`config.mk`:
```
export PLATFORM = sky130hd
export DESIGN_NAME = received_range_tracker_core_flat
export DESIGN_NICKNAME = d
export VERILOG_FILES = /design/src/rtl/rrt_pkg.sv /design/src/rtl/rrt_if.sv /design/src/rtl/received_range_tracker_core.sv /design/src/flat_wrapper.sv
export SDC_FILE = /design/constraint.sdc
export NUM_CORES = 2
export LEC_CHECK = 0
export BUFFER_PORTS_ARGS = -buffer_cell sky130_fd_sc_hd__buf_2
export CORE_UTILIZATION = 38
export DETAILED_ROUTE_END_ITERATION = 8
export MAX_ROUTING_LAYER = met4
export PLACE_DENSITY = 0.54
export SETUP_SLACK_MARGIN = 0.5
export SLEW_MARGIN = 20
export SYNTH_ARGS = -nofsm -noshare
export SYNTH_HDL_FRONTEND = slang
export SYNTH_SLANG_ARGS = --single-unit
```
`constraint.sdc`:
```
create_clock -name clk -period 11 [get_ports clk]
set_input_delay 1.65 -clock clk [delete_from_list [all_inputs] [get_ports clk]]
set_output_delay 1.65 -clock clk [all_outputs]
set_load 0.005 [all_outputs]
```
`src/rtl/rrt_pkg.sv`:
```
// Types and constants used by the range tracker core module.
// No dependencies.
package rrt_pkg;
    typedef enum logic [1:0] {
        REQ_MERGE  = 2'd0,
        REQ_REPORT = 2'd1,
        REQ_CLEAR  = 2'd2,
        REQ_NONE   = 2'd3
    } req_t;

    typedef enum logic [1:0] {
        ST_OK       = 2'd0,
        ST_OVERFLOW = 2'd1,
        ST_NO_GAP   = 2'd2
    } status_t;

    typedef enum logic [2:0] {
        S_IDLE,
        S_MREAD,
        S_MWALK,
        S_MCOPY,
        S_RREAD,
        S_RWALK,
        S_OUT
    } state_t;
endpackage

```
`src/rtl/rrt_if.sv`:
```
// Handshake channels of the range tracker: request, result and config write.
// Depends on nothing.
interface rrt_req_if;
    logic        valid;
    logic        ready;
    logic [1:0]  req_type;
    logic [31:0] range_offset;
    logic [31:0] range_length;
    logic [4:0]  max_count;
    modport source (output valid, req_type, range_offset, range_length, max_count,
                    input ready);
    modport sink   (input valid, req_type, range_offset, range_length, max_count,
                    output ready);
endinterface

interface rrt_res_if;
    logic        valid;
    logic        ready;
    logic [31:0] gap_offset;
    logic [31:0] gap_length;
    logic        is_complete;
    logic [4:0]  entries_used;
    logic [1:0]  status;
    logic        last;
    modport source (output valid, gap_offset, gap_length, is_complete, entries_used,
                    status, last, input ready);
    modport sink   (input valid, gap_offset, gap_length, is_complete, entries_used,
                    status, last, output ready);
endinterface

interface rrt_cfg_if;
    logic        valid;
    logic        ready;
    logic [31:0] data;
    modport source (output valid, data, input ready);
    modport sink   (input valid, data, output ready);
endinterface

```
`src/rtl/received_range_tracker_core.sv`:
```
// Received range tracker top level: sorted range table in two memories.
// Depends on rrt_pkg and the channel interfaces in rrt_if.sv.
// A merge walks the table into scratch and, unless it overflows, copies scratch back into
// the table, then outputs its result; a report walks the table and emits its gaps.
// Items are handled one at a time. Reset (rst_n low, asynchronous) empties the table,
// clears completion and asset size; memories are not.
module received_range_tracker_core
    import rrt_pkg::*;
#(
    parameter int MAX_RANGES  = 16,
    parameter int OFFSET_BITS = 32
) (
    input logic clk,
    input logic rst_n,
    rrt_req_if.sink   req,
    rrt_res_if.source res,
    rrt_cfg_if.sink   cfg
);
    localparam int AW = (MAX_RANGES > 1) ? $clog2(MAX_RANGES) : 1;
    localparam int CW = $clog2(MAX_RANGES + 2);
    localparam int LW = (CW > 5) ? CW : 5;
    localparam int VW = OFFSET_BITS + 1;
    localparam logic [VW-1:0] LIM = {1'b1, {OFFSET_BITS{1'b0}}};

    // Table memories, old (A) and scratch (B); merge writes B then copies back
    logic [OFFSET_BITS-1:0] mem_first [MAX_RANGES];
    logic [OFFSET_BITS-1:0] mem_final [MAX_RANGES];
    logic [OFFSET_BITS-1:0] tmp_first [MAX_RANGES];
    logic [OFFSET_BITS-1:0] tmp_final [MAX_RANGES];

    state_t state_reg, state_next;
    logic [31:0] size_reg;
    logic [CW-1:0] count_reg, count_next;
    logic done_reg, done_next;
    logic [CW-1:0] idx_reg, idx_next;
    logic [CW-1:0] n_reg, n_next;
    logic placed_reg, placed_next;
    logic [VW-1:0] lo_reg, lo_next, hi_reg, hi_next;
    logic [LW-1:0] limit_reg, limit_next;
    logic [CW-1:0] cnt_reg, cnt_next;
    logic [VW-1:0] low_reg, low_next;
    logic pend_reg, pend_next;
    logic [31:0] pg_off_reg, pg_off_next, pg_len_reg, pg_len_next;
    logic [1:0] stat_reg, stat_next;

    // Output register
    logic ov_reg, ov_next;
    logic [31:0] o_off_reg, o_off_next, o_len_reg, o_len_next;
    logic [1:0] o_st_reg, o_st_next;
    logic o_last_reg, o_last_next;
    logic o_done_reg, o_done_next;
    logic [4:0] o_cnt_reg, o_cnt_next;

    // Memory ports
    logic [AW-1:0] rd_addr;
    logic [OFFSET_BITS-1:0] rd_first, rd_final, tr_first, tr_final;
    logic t_we, a_we;
    logic [AW-1:0] t_addr;
    logic [OFFSET_BITS-1:0] t_wf, t_wl;

    logic [VW-1:0] span;
    assign span = ({1'b0, size_reg} > LIM) ? LIM : VW'({1'b0, size_reg});

    always_ff @(posedge clk)
    begin
        rd_first <= mem_first[rd_addr];
        rd_final <= mem_final[rd_addr];
        tr_first <= tmp_first[rd_addr];
        tr_final <= tmp_final[rd_addr];
        if (t_we)
        begin
            tmp_first[t_addr] <= t_wf;
            tmp_final[t_addr] <= t_wl;
        end
        if (a_we)
        begin
            mem_first[AW'(idx_reg)] <= tr_first;
            mem_final[AW'(idx_reg)] <= tr_final;
        end
    end

    assign cfg.ready = 1'b1;
    always_ff @(posedge clk or negedge rst_n)
    begin
        if (!rst_n)
            size_reg <= '0;
        else if (cfg.valid)
            size_reg <= cfg.data;
    end

    logic [VW-1:0] off_m, len_m, end_m, f_ext, l_ext;
    logic out_free;
    assign out_free = !ov_reg || res.ready;
    assign req.ready = (state_reg == S_IDLE) && out_free;
    assign off_m = VW'(req.range_offset[OFFSET_BITS > 32 ? 31 : OFFSET_BITS-1:0]);
    assign len_m = VW'(req.range_length);
    assign f_ext = VW'(rd_first);
    assign l_ext = VW'(rd_final);

    // Next state and datapath
    always_comb
    begin
        state_next = state_reg; count_next = count_reg; done_next = done_reg;
        idx_next = idx_reg; n_next = n_reg; placed_next = placed_reg;
        lo_next = lo_reg; hi_next = hi_reg; limit_next = limit_reg;
        cnt_next = cnt_reg; low_next = low_reg; pend_next = pend_reg;
        pg_off_next = pg_off_reg; pg_len_next = pg_len_reg;
        stat_next = stat_reg;
        ov_next = ov_reg && !res.ready;
        o_off_next = o_off_reg; o_len_next = o_len_reg; o_st_next = o_st_reg;
        o_last_next = o_last_reg; o_done_next = o_done_reg; o_cnt_next = o_cnt_reg;
        rd_addr = AW'(idx_reg); t_we = 1'b0; a_we = 1'b0;
        t_addr = AW'(n_reg); t_wf = '0; t_wl = '0;
        end_m = off_m + len_m - 1'b1;
        case (state_reg)
            S_IDLE:
            begin
                if (req.valid && req.ready)
                begin
                    idx_next = '0; n_next = '0; placed_next = 1'b0;
                    stat_next = ST_OK; low_next = '0; cnt_next = '0;
                    rd_addr = '0;
                    case (req_t'(req.req_type))
                        REQ_MERGE:
                        begin
                            lo_next = off_m;
                            hi_next = (end_m > span - 1'b1) ? span - 1'b1 : end_m;
                            if (req.range_length == '0 || off_m >= span)
                                state_next = S_OUT;
                            else
                                state_next = S_MREAD;
                        end
                        REQ_REPORT:
                        begin
                            limit_next = (LW'(req.max_count) > LW'(MAX_RANGES + 1)) ?
                                LW'(MAX_RANGES + 1) : LW'(req.max_count);
                            state_next = S_RREAD;
                        end
                        REQ_CLEAR:
                        begin
                            count_next = '0; done_next = 1'b0; state_next = S_OUT;
                        end
                        default: state_next = S_OUT;
                    endcase
                end
            end
            S_MREAD:
            begin
                // data for idx_reg arrives next cycle
                state_next = S_MWALK;
            end
            S_MWALK:
            begin
                if (idx_reg < count_reg)
                begin
                    if (l_ext + 1'b1 < lo_reg)
                    begin
                        t_we = 1'b1; t_wf = rd_first; t_wl = rd_final;
                        n_next = n_reg + 1'b1;
                    end
                    else if (f_ext > hi_reg + 1'b1)
                    begin
                        if (!placed_reg)
                        begin
                            t_we = 1'b1; t_wf = OFFSET_BITS'(lo_reg);
                            t_wl = OFFSET_BITS'(hi_reg);
                            placed_next = 1'b1; n_next = n_reg + 1'b1;
                            // revisit this entry next round
                            rd_addr = AW'(idx_reg);
                            state_next = S_MREAD;
                        end
                        else
                        begin
                            t_we = 1'b1; t_wf = rd_first; t_wl = rd_final;
                            n_next = n_reg + 1'b1;
                        end
                    end
                    else
                    begin
                        if (f_ext < lo_reg) lo_next = f_ext;
                        if (l_ext > hi_reg) hi_next = l_ext;
                    end
                    if (n_next > CW'(MAX_RANGES) || (t_we && n_reg >= CW'(MAX_RANGES)))
                    begin
                        stat_next = ST_OVERFLOW; state_next = S_OUT; t_we = 1'b0;
                    end
                    else if (!(placed_next && !placed_reg))
                    begin
                        idx_next = idx_reg + 1'b1;
                        rd_addr = AW'(idx_reg + 1'b1);
                    end
                end
                else if (!placed_reg)
                begin
                    if (n_reg >= CW'(MAX_RANGES))
                    begin
                        stat_next = ST_OVERFLOW; state_next = S_OUT;
                    end
                    else
                    begin
                        t_we = 1'b1; t_wf = OFFSET_BITS'(lo_reg);
                        t_wl = OFFSET_BITS'(hi_reg);
                        n_next = n_reg + 1'b1; placed_next = 1'b1;
                    end
                end
                else
                begin
                    // commit: copy scratch back into the table
                    count_next = n_reg;
                    if (n_reg == CW'(1) && lo_reg == '0 && hi_reg == span - 1'b1)
                        done_next = 1'b1;
                    idx_next = '0; rd_addr = '0; state_next = S_MCOPY;
                end
            end
            S_MCOPY:
            begin
                // tr_* holds scratch entry idx_reg; write it into the table
                a_we = 1'b1;
                if (idx_reg == count_reg - 1'b1)
                    state_next = S_OUT;
                else
                begin
                    idx_next = idx_reg + 1'b1;
                    rd_addr = AW'(idx_reg + 1'b1);
                end
            end
            S_RREAD:
            begin
                state_next = S_RWALK;
            end
            S_RWALK:
            begin
                if (out_free)
                begin
                    logic [VW-1:0] stop;
                    stop = (idx_reg < count_reg) ? f_ext : span;
                    if (stop > span) stop = span;
                    if (LW'(cnt_reg) >= limit_reg || idx_reg > count_reg)
                    begin
                        if (cnt_reg == '0)
                        begin
                            ov_next = 1'b1; o_off_next = '0; o_len_next = '0;
                            o_st_next = ST_NO_GAP; o_last_next = 1'b1;
                            o_done_next = done_reg; o_cnt_next = 5'(count_reg);
                        end
                        else if (pend_reg)
                        begin
                            // flush the held gap as the final item
                            ov_next = 1'b1; o_off_next = pg_off_reg;
                            o_len_next = pg_len_reg; o_st_next = ST_OK;
                            o_last_next = 1'b1; o_done_next = done_reg;
                            o_cnt_next = 5'(count_reg);
                        end
                        pend_next = 1'b0;
                        state_next = S_IDLE;
                    end
                    else
                    begin
                        if (low_reg < stop)
                        begin
                            // emit the held gap, hold the new one
                            if (pend_reg)
                            begin
                                ov_next = 1'b1; o_off_next = pg_off_reg;
                                o_len_next = pg_len_reg; o_st_next = ST_OK;
                                o_last_next = 1'b0; o_done_next = done_reg;
                                o_cnt_next = 5'(count_reg);
                            end
                            pend_next = 1'b1;
                            pg_off_next = 32'(low_reg);
                            pg_len_next = 32'(stop - low_reg);
                            cnt_next = cnt_reg + 1'b1;
                        end
                        if (idx_reg < count_reg)
                            low_next = l_ext + 1'b1;
                        idx_next = idx_reg + 1'b1;
                        rd_addr = AW'(idx_reg + 1'b1);
                        state_next = S_RREAD;
                    end
                end
            end
            S_OUT:
            begin
                if (out_free)
                begin
                    ov_next = 1'b1; o_off_next = '0; o_len_next = '0;
                    o_st_next = stat_next; o_last_next = 1'b1;
                    o_done_next = done_reg; o_cnt_next = 5'(count_reg);
                    state_next = S_IDLE;
                end
            end
            default: state_next = S_IDLE;
        endcase
    end

    always_ff @(posedge clk or negedge rst_n)
    begin
        if (!rst_n)
        begin
            state_reg <= S_IDLE; count_reg <= '0; done_reg <= 1'b0;
            ov_reg <= 1'b0; pend_reg <= 1'b0;
        end
        else
        begin
            state_reg <= state_next; count_reg <= count_next; done_reg <= done_next;
            ov_reg <= ov_next; pend_reg <= pend_next;
        end
    end

    always_ff @(posedge clk)
    begin
        idx_reg <= idx_next; n_reg <= n_next; placed_reg <= placed_next;
        lo_reg <= lo_next; hi_reg <= hi_next; limit_reg <= limit_next;
        cnt_reg <= cnt_next; low_reg <= low_next; stat_reg <= stat_next;
        pg_off_reg <= pg_off_next; pg_len_reg <= pg_len_next;
        o_off_reg <= o_off_next; o_len_reg <= o_len_next; o_st_reg <= o_st_next;
        o_last_reg <= o_last_next; o_done_reg <= o_done_next; o_cnt_reg <= o_cnt_next;
    end

    assign res.valid = ov_reg;
    assign res.gap_offset = o_off_reg;
    assign res.gap_length = o_len_reg;
    assign res.status = o_st_reg;
    assign res.last = o_last_reg;
    assign res.is_complete = o_done_reg;
    assign res.entries_used = o_cnt_reg;

    // Table never exceeds its capacity
    a_count: assert property (@(posedge clk) disable iff (!rst_n)
        count_reg <= CW'(MAX_RANGES)) else $error("table count overflow");
    // Requests are only taken while idle
    a_idle: assert property (@(posedge clk) disable iff (!rst_n)
        req.valid && req.ready |-> state_reg == S_IDLE) else $error("busy accept");
    // Clear empties the table
    a_clear: assert property (@(posedge clk) disable iff (!rst_n)
        req.valid && req.ready && req.req_type == REQ_CLEAR |=> count_reg == '0)
        else $error("clear failed");
endmodule
```
`src/flat_wrapper.sv`:
```
// flat-port wrapper written by rule: the top's interface ports become plain ports
module received_range_tracker_core_flat import rrt_pkg::*;
#(
    parameter int MAX_RANGES  = 16,
    parameter int OFFSET_BITS = 32
)
  (clk, rst_n, req_valid, req_req_type, req_range_offset, req_range_length, req_max_count, req_ready, res_valid, res_gap_offset, res_gap_length, res_is_complete, res_entries_used, res_status, res_last, res_ready, cfg_valid, cfg_data, cfg_ready);
  rrt_req_if req_i ();
  rrt_res_if res_i ();
  rrt_cfg_if cfg_i ();
  input logic clk;
  input logic rst_n;
  input wire logic [$bits(req_i.valid)-1:0] req_valid;
  input wire logic [$bits(req_i.req_type)-1:0] req_req_type;
  input wire logic [$bits(req_i.range_offset)-1:0] req_range_offset;
  input wire logic [$bits(req_i.range_length)-1:0] req_range_length;
  input wire logic [$bits(req_i.max_count)-1:0] req_max_count;
  output wire logic [$bits(req_i.ready)-1:0] req_ready;
  output wire logic [$bits(res_i.valid)-1:0] res_valid;
  output wire logic [$bits(res_i.gap_offset)-1:0] res_gap_offset;
  output wire logic [$bits(res_i.gap_length)-1:0] res_gap_length;
  output wire logic [$bits(res_i.is_complete)-1:0] res_is_complete;
  output wire logic [$bits(res_i.entries_used)-1:0] res_entries_used;
  output wire logic [$bits(res_i.status)-1:0] res_status;
  output wire logic [$bits(res_i.last)-1:0] res_last;
  input wire logic [$bits(res_i.ready)-1:0] res_ready;
  input wire logic [$bits(cfg_i.valid)-1:0] cfg_valid;
  input wire logic [$bits(cfg_i.data)-1:0] cfg_data;
  output wire logic [$bits(cfg_i.ready)-1:0] cfg_ready;
  assign req_i.valid = req_valid;
  assign req_i.req_type = req_req_type;
  assign req_i.range_offset = req_range_offset;
  assign req_i.range_length = req_range_length;
  assign req_i.max_count = req_max_count;
  assign req_ready = req_i.ready;
  assign res_valid = res_i.valid;
  assign res_gap_offset = res_i.gap_offset;
  assign res_gap_length = res_i.gap_length;
  assign res_is_complete = res_i.is_complete;
  assign res_entries_used = res_i.entries_used;
  assign res_status = res_i.status;
  assign res_last = res_i.last;
  assign res_i.ready = res_ready;
  assign cfg_i.valid = cfg_valid;
  assign cfg_i.data = cfg_data;
  assign cfg_ready = cfg_i.ready;
  received_range_tracker_core #(.MAX_RANGES(MAX_RANGES), .OFFSET_BITS(OFFSET_BITS)) u_core (.clk(clk), .rst_n(rst_n), .req(req_i), .res(res_i), .cfg(cfg_i));
endmodule
```
======== After elaboration in Yosys (flattened, before gate mapping) ========
Memory sizes are Yosys's and may differ from the RTL's. A register that Yosys moved wholly into a read port is not among the register bits.
Cells that the tools add are included.
word-level totals
  input port bits ......................... 108
  flip-flop bits (word level) ............. 302
  logic and storage cells ................. 310
  bits in writable memories ............... 2048
  memories kept ........................... 4
memory list
  memory            words  bits a word  rd ports  clocked after Yosys merged registers in  wr ports  RTL line                           text
  u_core.mem_final  16     32           1         1                                        1         received_range_tracker_core.sv:27  logic [OFFSET_BITS-1:0] mem_final [MAX_RANGES];
  u_core.mem_first  16     32           1         1                                        1         received_range_tracker_core.sv:26  logic [OFFSET_BITS-1:0] mem_first [MAX_RANGES];
  u_core.tmp_final  16     32           1         1                                        1         received_range_tracker_core.sv:29  logic [OFFSET_BITS-1:0] tmp_final [MAX_RANGES];
  u_core.tmp_first  16     32           1         1                                        1         received_range_tracker_core.sv:28  logic [OFFSET_BITS-1:0] tmp_first [MAX_RANGES];
cells by class
  multiplexer cells ....................... 174
  $add $sub $neg .......................... 10
  equality and inequality tests ........... 43
  reductions and logical operators ........ 40
  $lt $le $gt $ge ......................... 15
  bitwise operators ....................... 1
operators with widths
  cell                                                   number
  2-to-1 mux 32 bit                                      25
  2-to-1 mux 33 bit                                      22
  one-hot mux 33 bit (2 select lines)                    3
  2-to-1 mux 5 bit                                       28
  one-hot mux 32 bit (2 select lines)                    2
  > comparator 32 x 33 -> 1 bit                          2
  > comparator 33 bit                                    2
  < comparator 33 bit                                    2
  subtractor 33 x 1 -> 33 bit (second input constant)    2
  2-to-1 mux 1 bit                                       47
  one-hot mux 5 bit (2 select lines)                     4
  2-to-1 mux 3 bit                                       13
  adder 32 x 1 -> 33 bit (second input constant)         1
  adder 32 x 32 -> 33 bit                                1
  adder 33 x 1 -> 33 bit (second input constant)         1
  equality test 33 bit                                   1
  greater-or-equal comparator 32 x 33 -> 1 bit           1
  > comparator 32 x 33 -> 1 bit (second input constant)  1
  logical NOT 33 bit                                     1
  < comparator 32 x 33 -> 1 bit                          1
  logical NOT 32 bit                                     1
  2-to-1 mux 4 bit                                       8
  subtractor 32 bit                                      1
  2-to-1 mux 2 bit                                       11
  other kinds (44)                                       102

======== Logic depth before layout (Yosys ltp) ========
  word-level depth ........................ 13
  depth in mapped cells ................... 38
  depth with buffers taken out ............ 36

======== Worst setup path before layout ========
OpenSTA, ideal clock, no wires.
  path kind ............................... register to register
  start ................................... reg u_core.idx_reg[1]
  end ..................................... reg u_core.o_cnt_reg[0] (netlist: u_core.res.entries_used[0]), enable pin
  cell stages (with the launch flop) ...... 33
  slack ................................... 779 ps
  path buffers ............................ 2
  clock period less this slack ............ 10221 ps
  required time ........................... 10474 ps
  arrival ................................. 9694 ps
  path through ............................ edfxtp_1 > ha_1 > nand2b_1 > a21oi_1 > o22ai_1 > clkbuf_1 > nand2_1 > o21ai_0 > ha_1 > a21o_1 > a21o_1 > a211oi_1 > o21ai_0 > a221oi_1 > o21ai_0 > a221oi_1 > o21ai_0 > nand2_1 > buf_1 > mux2_2 > ha_1 > nor2b_1 > o21a_1 > o21a_1 > o21a_1 > o21a_1 > o21a_1 > o211ai_1 > a21o_1 > a211oi_1 > o21ai_0 > o21ai_0 > a21oi_1
between the ends
  word-level cells in the longest chain between the ends .. 9
ends and longest elaborated chain
  what                                          RTL line                            text
  from (decl)                                   received_range_tracker_core.sv:35   logic [CW-1:0] idx_reg, idx_next;
  from (signal assigned)                        received_range_tracker_core.sv:312  idx_reg <= idx_next; n_reg <= n_next; placed_reg <= placed_next;
  < comparator 5 bit                            received_range_tracker_core.sv:236  stop = (idx_reg < count_reg) ? f_ext : span;
  2-to-1 mux 33 bit                             received_range_tracker_core.sv:236
  > comparator 33 bit                           received_range_tracker_core.sv:237  if (stop > span) stop = span;
  2-to-1 mux 33 bit                             received_range_tracker_core.sv:237
  2-to-1 mux 33 bit                             received_range_tracker_core.sv:233  if (out_free)
  2-to-1 mux 33 bit                             received_range_tracker_core.sv:115  case (state_reg)
  < comparator 33 bit                           received_range_tracker_core.sv:259  if (low_reg < stop)
  inequality test 3 x 1 -> 1 bit (no line) (*)  n/a
  AND reduction 4 bit (no line) (*)             n/a
  to (signal assigned)                          received_range_tracker_core.sv:317  o_last_reg <= o_last_next; o_done_reg <= o_done_next; o_cnt_reg <= o_cnt_next;
  to (decl)                                     received_range_tracker_core.sv:52   logic [4:0] o_cnt_reg, o_cnt_next;
Every way passes the cells marked *; elsewhere a longest branch is shown, timed or not. The select of a mux whose other input is x is not followed.
A chain may end at the register's enable or synchronous reset.

======== Final worst setup path ========
  start ................................... reg u_core.idx_reg[2]
  end ..................................... reg u_core.o_len_reg[11] (netlist: u_core.res.gap_length[11]), enable pin
between the ends
  word-level cells in the longest chain between the ends .. 9
ends and longest elaborated chain
  what                                          RTL line                            text
  < comparator 5 bit                            received_range_tracker_core.sv:236
  2-to-1 mux 33 bit                             received_range_tracker_core.sv:236
  > comparator 33 bit                           received_range_tracker_core.sv:237
  2-to-1 mux 33 bit                             received_range_tracker_core.sv:237
  2-to-1 mux 33 bit                             received_range_tracker_core.sv:233
  2-to-1 mux 33 bit                             received_range_tracker_core.sv:115
  < comparator 33 bit                           received_range_tracker_core.sv:259
  inequality test 3 x 1 -> 1 bit (no line) (*)  n/a
  AND reduction 4 bit (no line) (*)             n/a
  to (signal assigned)                          received_range_tracker_core.sv:316  o_off_reg <= o_off_next; o_len_reg <= o_len_next; o_st_reg <= o_st_next;
  to (decl)                                     received_range_tracker_core.sv:48   logic [31:0] o_off_reg, o_off_next, o_len_reg, o_len_next;
Marked as above.

==> results.yml <==
run_status:
  status: "completed"
pwr:
  p_leak_nw: 47.12
  intPower_mw: 26.07
  p_seq_share_pct: 31.6
  ir_worst_vdd_mv: 0.4225
  switching_power_mw: 16.85
  swShare_pct: 39.25
  pwr-share-clk_pct: 21.4
  power-per-cell-area_mw_per_mm2: 340.2
  p_comb_share_pct: 47.0
sta:
  finalSetupViolCount: 0
  clock_skew_ps: 82.10
  finalSetupTns_ps: 0
  rsz0062_at_grt: "false"
  worst_slew_pin_slew_ps: 1198
  finalHoldViolCount: 0
  fmax_mhz: 106.3
  period_needed_ps: 9407
  post-route-period-util_pct: 85.52
  hold_slack_ps: 511.6
  slew_violations: 0
  slew_headroom_pct: 19.38
worst_hold_path:
  hold_class: "register to register"
  hold_path_startpoint: "u_core.count_reg[1]"
  timing.hold.worst_path_depth: 2
  holdPathEnd: "u_core.count_reg[1]"
logic_synthesis:
  synth_edf_count: 2305
  async_flop_share_pct: 1.737
  ys_seq_area_share_pct: 65.51
  ys_ff_latch: 2476
  synth-main-ff-cell: "edfxtp_1"
  syn_area_mm2: 0.1112
  synth.distinct_cells: 80
  synthCells: 7356
  syn_avg_cell_area_um2: 15.12
  synth_warnings: 0
  syn-num-nets: 7839
layout:
  fillCellCount: 25940
  finalNetCount: 8111
  layout-drive-gt1-share_pct: 10.54
  final_cell_area_mm2: 0.1262
  syn2layout_area_growth_pct: 13.45
setup_path:
  cpMostUsedCell: "o21ai_0"
  crit_path_end_kind: "register"
  cp.required_ps: 11460
  critPathSlowestCell: "edfxtp_1"
  cp_max_fo: 72
  rrSetupSlack_ps: 1590
  r2r_cells: 31
  cp.arrival_ps: 9870
  critical-path-max-stage-delay_ps: 690
  crit_path_start_kind: "register"
  r2r_start: "u_core.idx_reg[2]"
  criticalPathCategory: "register to register"
  regToRegEndpoint: "u_core.res.gap_length[11]"
route:
  drt_iter0_markers: 4838
  postRouteAntennaNets: 0
  routed_wl_um: 304000
  firstDrtPassIters: 5
  vias_per_cell: 5.295
  vias: 62230
  drc: 0
  wl_per_cell_um: 25.87
clock_tree:
  clk_latency_ps: 880
  clockBufferDepth: 4
  clock-sinks: 2476
  clkTransAtPathRegs_ps: 60
  cts_tree: "done"
  h-tree-depth: 5
  root_buffer: "clkbuf_16"
  cts_resized: 0
  post-cts-setup-buffers: 0
  numCtsBuffers: 276
  holdBufCountCts: 0
global_routing:
  grt_pass1_wl_um: 432000
  grt_max_degree: 118
  gr-total-overflow: 0
  grt_usage_pct: 20.76
  antenna_found_initial: 18
  grt_pass1_vias: 61000
floorplan:
  die_w_um: 543.0
  start_util_pct: 38.21
  die_area_mm2: 0.2948
  ios: 184
  core_mm2: 0.2911
  fp.dieH_um: 543.0
  rows: 198
flow_run:
  max-cap-violations: 0
placed_design:
  port_buffers: 182
  dpl-instance-area_mm2: 0.1171
  hpwl_um: 190300
  gp_congestion: 0.9310
[cell type report]
type | count | area [um^2] | area share (%)
Clock inverter | 113 | 1286 | 1.019
Inverter | 332 | 1249 | 0.9897
Timing Repair Buffer | 323 | 2332 | 1.849
Tap cell | 3900 | 4880 | 3.868
Clock buffer | 380 | 7725 | 6.123
Antenna cell | 8 | 20.02 | 0.01587
Multi-Input combinational cell | 4219 | 35820 | 28.39
Sequential cell | 2476 | 72860 | 57.75
[synth_stat cells, types with 6 or more instances]
master,count,area (um^2)
o21bai_1,11,82.58
o21ai_1,7,35.03
and2_1,57,356.6
o22ai_1,31,193.9
o31ai_1,9,67.56
inv_1,331,1242
a22o_1,41,359.1
nor3_1,42,210.2
a21oi_1,168,840.8
buf_4,11,82.58
o211ai_1,7,52.55
nand2b_1,30,187.7
nand2_1,258,968.4
clkbuf_1,112,420.4
dfrtp_1,43,1076
nor2_1,241,904.6
ha_1,373,4667
a31oi_1,19,118.9
a32oi_1,6,52.55
xnor2_1,155,1358
buf_2,170,850.8
xor2_1,38,332.8
edfxtp_1,2305,69220
nand3_1,73,365.4
mux2i_1,1962,19640
a22oi_1,35,262.8
o21ai_0,211,1056
mux2_2,32,360.4
and4_1,11,96.34
nor3b_1,8,60.06
a211oi_1,16,120.1
buf_1,20,75.07
dfxtp_1,128,2562
nor4_1,37,231.5
a21o_1,82,615.6
o21a_1,40,300.3
nor2b_1,34,212.7
nand4_1,60,375.4
buf_6,14,157.7
a221oi_1,11,96.34
or3_1,13,81.33
and3_1,27,168.9
[cell usage in the layout, fill, tap and decap left out, types with 112 or more instances in the layout]
cell type,n
xnor2_1,155
dfxtp_1,128
inv_1,331
a21oi_1,166
o21ai_0,210
edfxtp_1,2305
buf_4,112
nand2_1,257
ha_1,373
mux2i_1,1962
buf_2,182
nor2_1,222
clkbuf_16,282
[stage by stage]
stage / instances / utilization (%) / power, mW / setup slack [ps]
2_1_floorplan: 7356 / - / 27.97 / 779.2
4_1_cts: 11740 / 43.34 / 43.20 / 1448
3_5_place_dp: 11250 / 40.24 / 33.93 / 1482
5_1_grt: 11740 / 43.34 / 45.10 / 884.8
3_3_place_gp: 11250 / 40.23 / 33.72 / 1416
6_report: 11750 / 43.34 / 42.92 / 1593
[kinds of logic after synthesis]
kind of cell	count (synthesis)	synth area share, %
adders and majority gates	375	4.232
and+or+nand+nor	913	3.958
other	1	0.003372
xor gates and xnor gates	193	1.520
DFF	2476	65.51
muxes	1994	17.98
AOI/OAI and AO/OA	743	4.237
buffers and inverters	661	2.556
[critical path: cells and delay by family (launching register included)]
family,cells,cell delay [ps]
AOI/OAI and AO/OA,16,3670
adders and majority gates,3,1030
and+or+nand+nor,7,1680
muxes,1,380
DFF,1,690
buffers and inverters,4,1410
[layer usage]
| metal | track usage, % | wire (um) | share of wire (%) | up-vias |
|---|---|---|---|---|
| met3 | 2.630 | 15290 | 5.0 | 362 |
| met4 | 4.644 | 6209 | 2.0 | 0 |
| li1 | - | - | - | 28520 |
| met1 | 29.67 | 146700 | 48 | 31690 |
| met5 | - | 0 | 0 | - |
| met2 | 31.49 | 135900 | 45 | 1651 |
[power by group through the flow]
stage	logic, mW	registers [mW]	clock network, mW
2_1_floorplan	14.9	13.1	0
3_3_place_gp	20.0	13.7	0
3_5_place_dp	20.2	13.7	0
4_1_cts	20.3	13.5	9.41
5_1_grt	21.7	13.7	9.74
6_report	20.2	13.6	9.20
[worst max-delay path by stage]
stage                      startpoint                          to  slack (ps)  cells past startpoint
floorplan           u_core.idx_reg[1]  u_core.res.entries_used[0]         780                     32
global placement    u_core.idx_reg[2]    u_core.res.gap_offset[4]        1420                     28
detailed placement  u_core.idx_reg[2]    u_core.res.gap_offset[4]        1480                     28
CTS                 u_core.idx_reg[2]   u_core.res.gap_length[15]        1450                     28
global route        u_core.idx_reg[2]   u_core.res.gap_length[15]         880                     31
finish              u_core.idx_reg[2]   u_core.res.gap_length[11]        1590                     31
(Power assumes the default switching activity.)
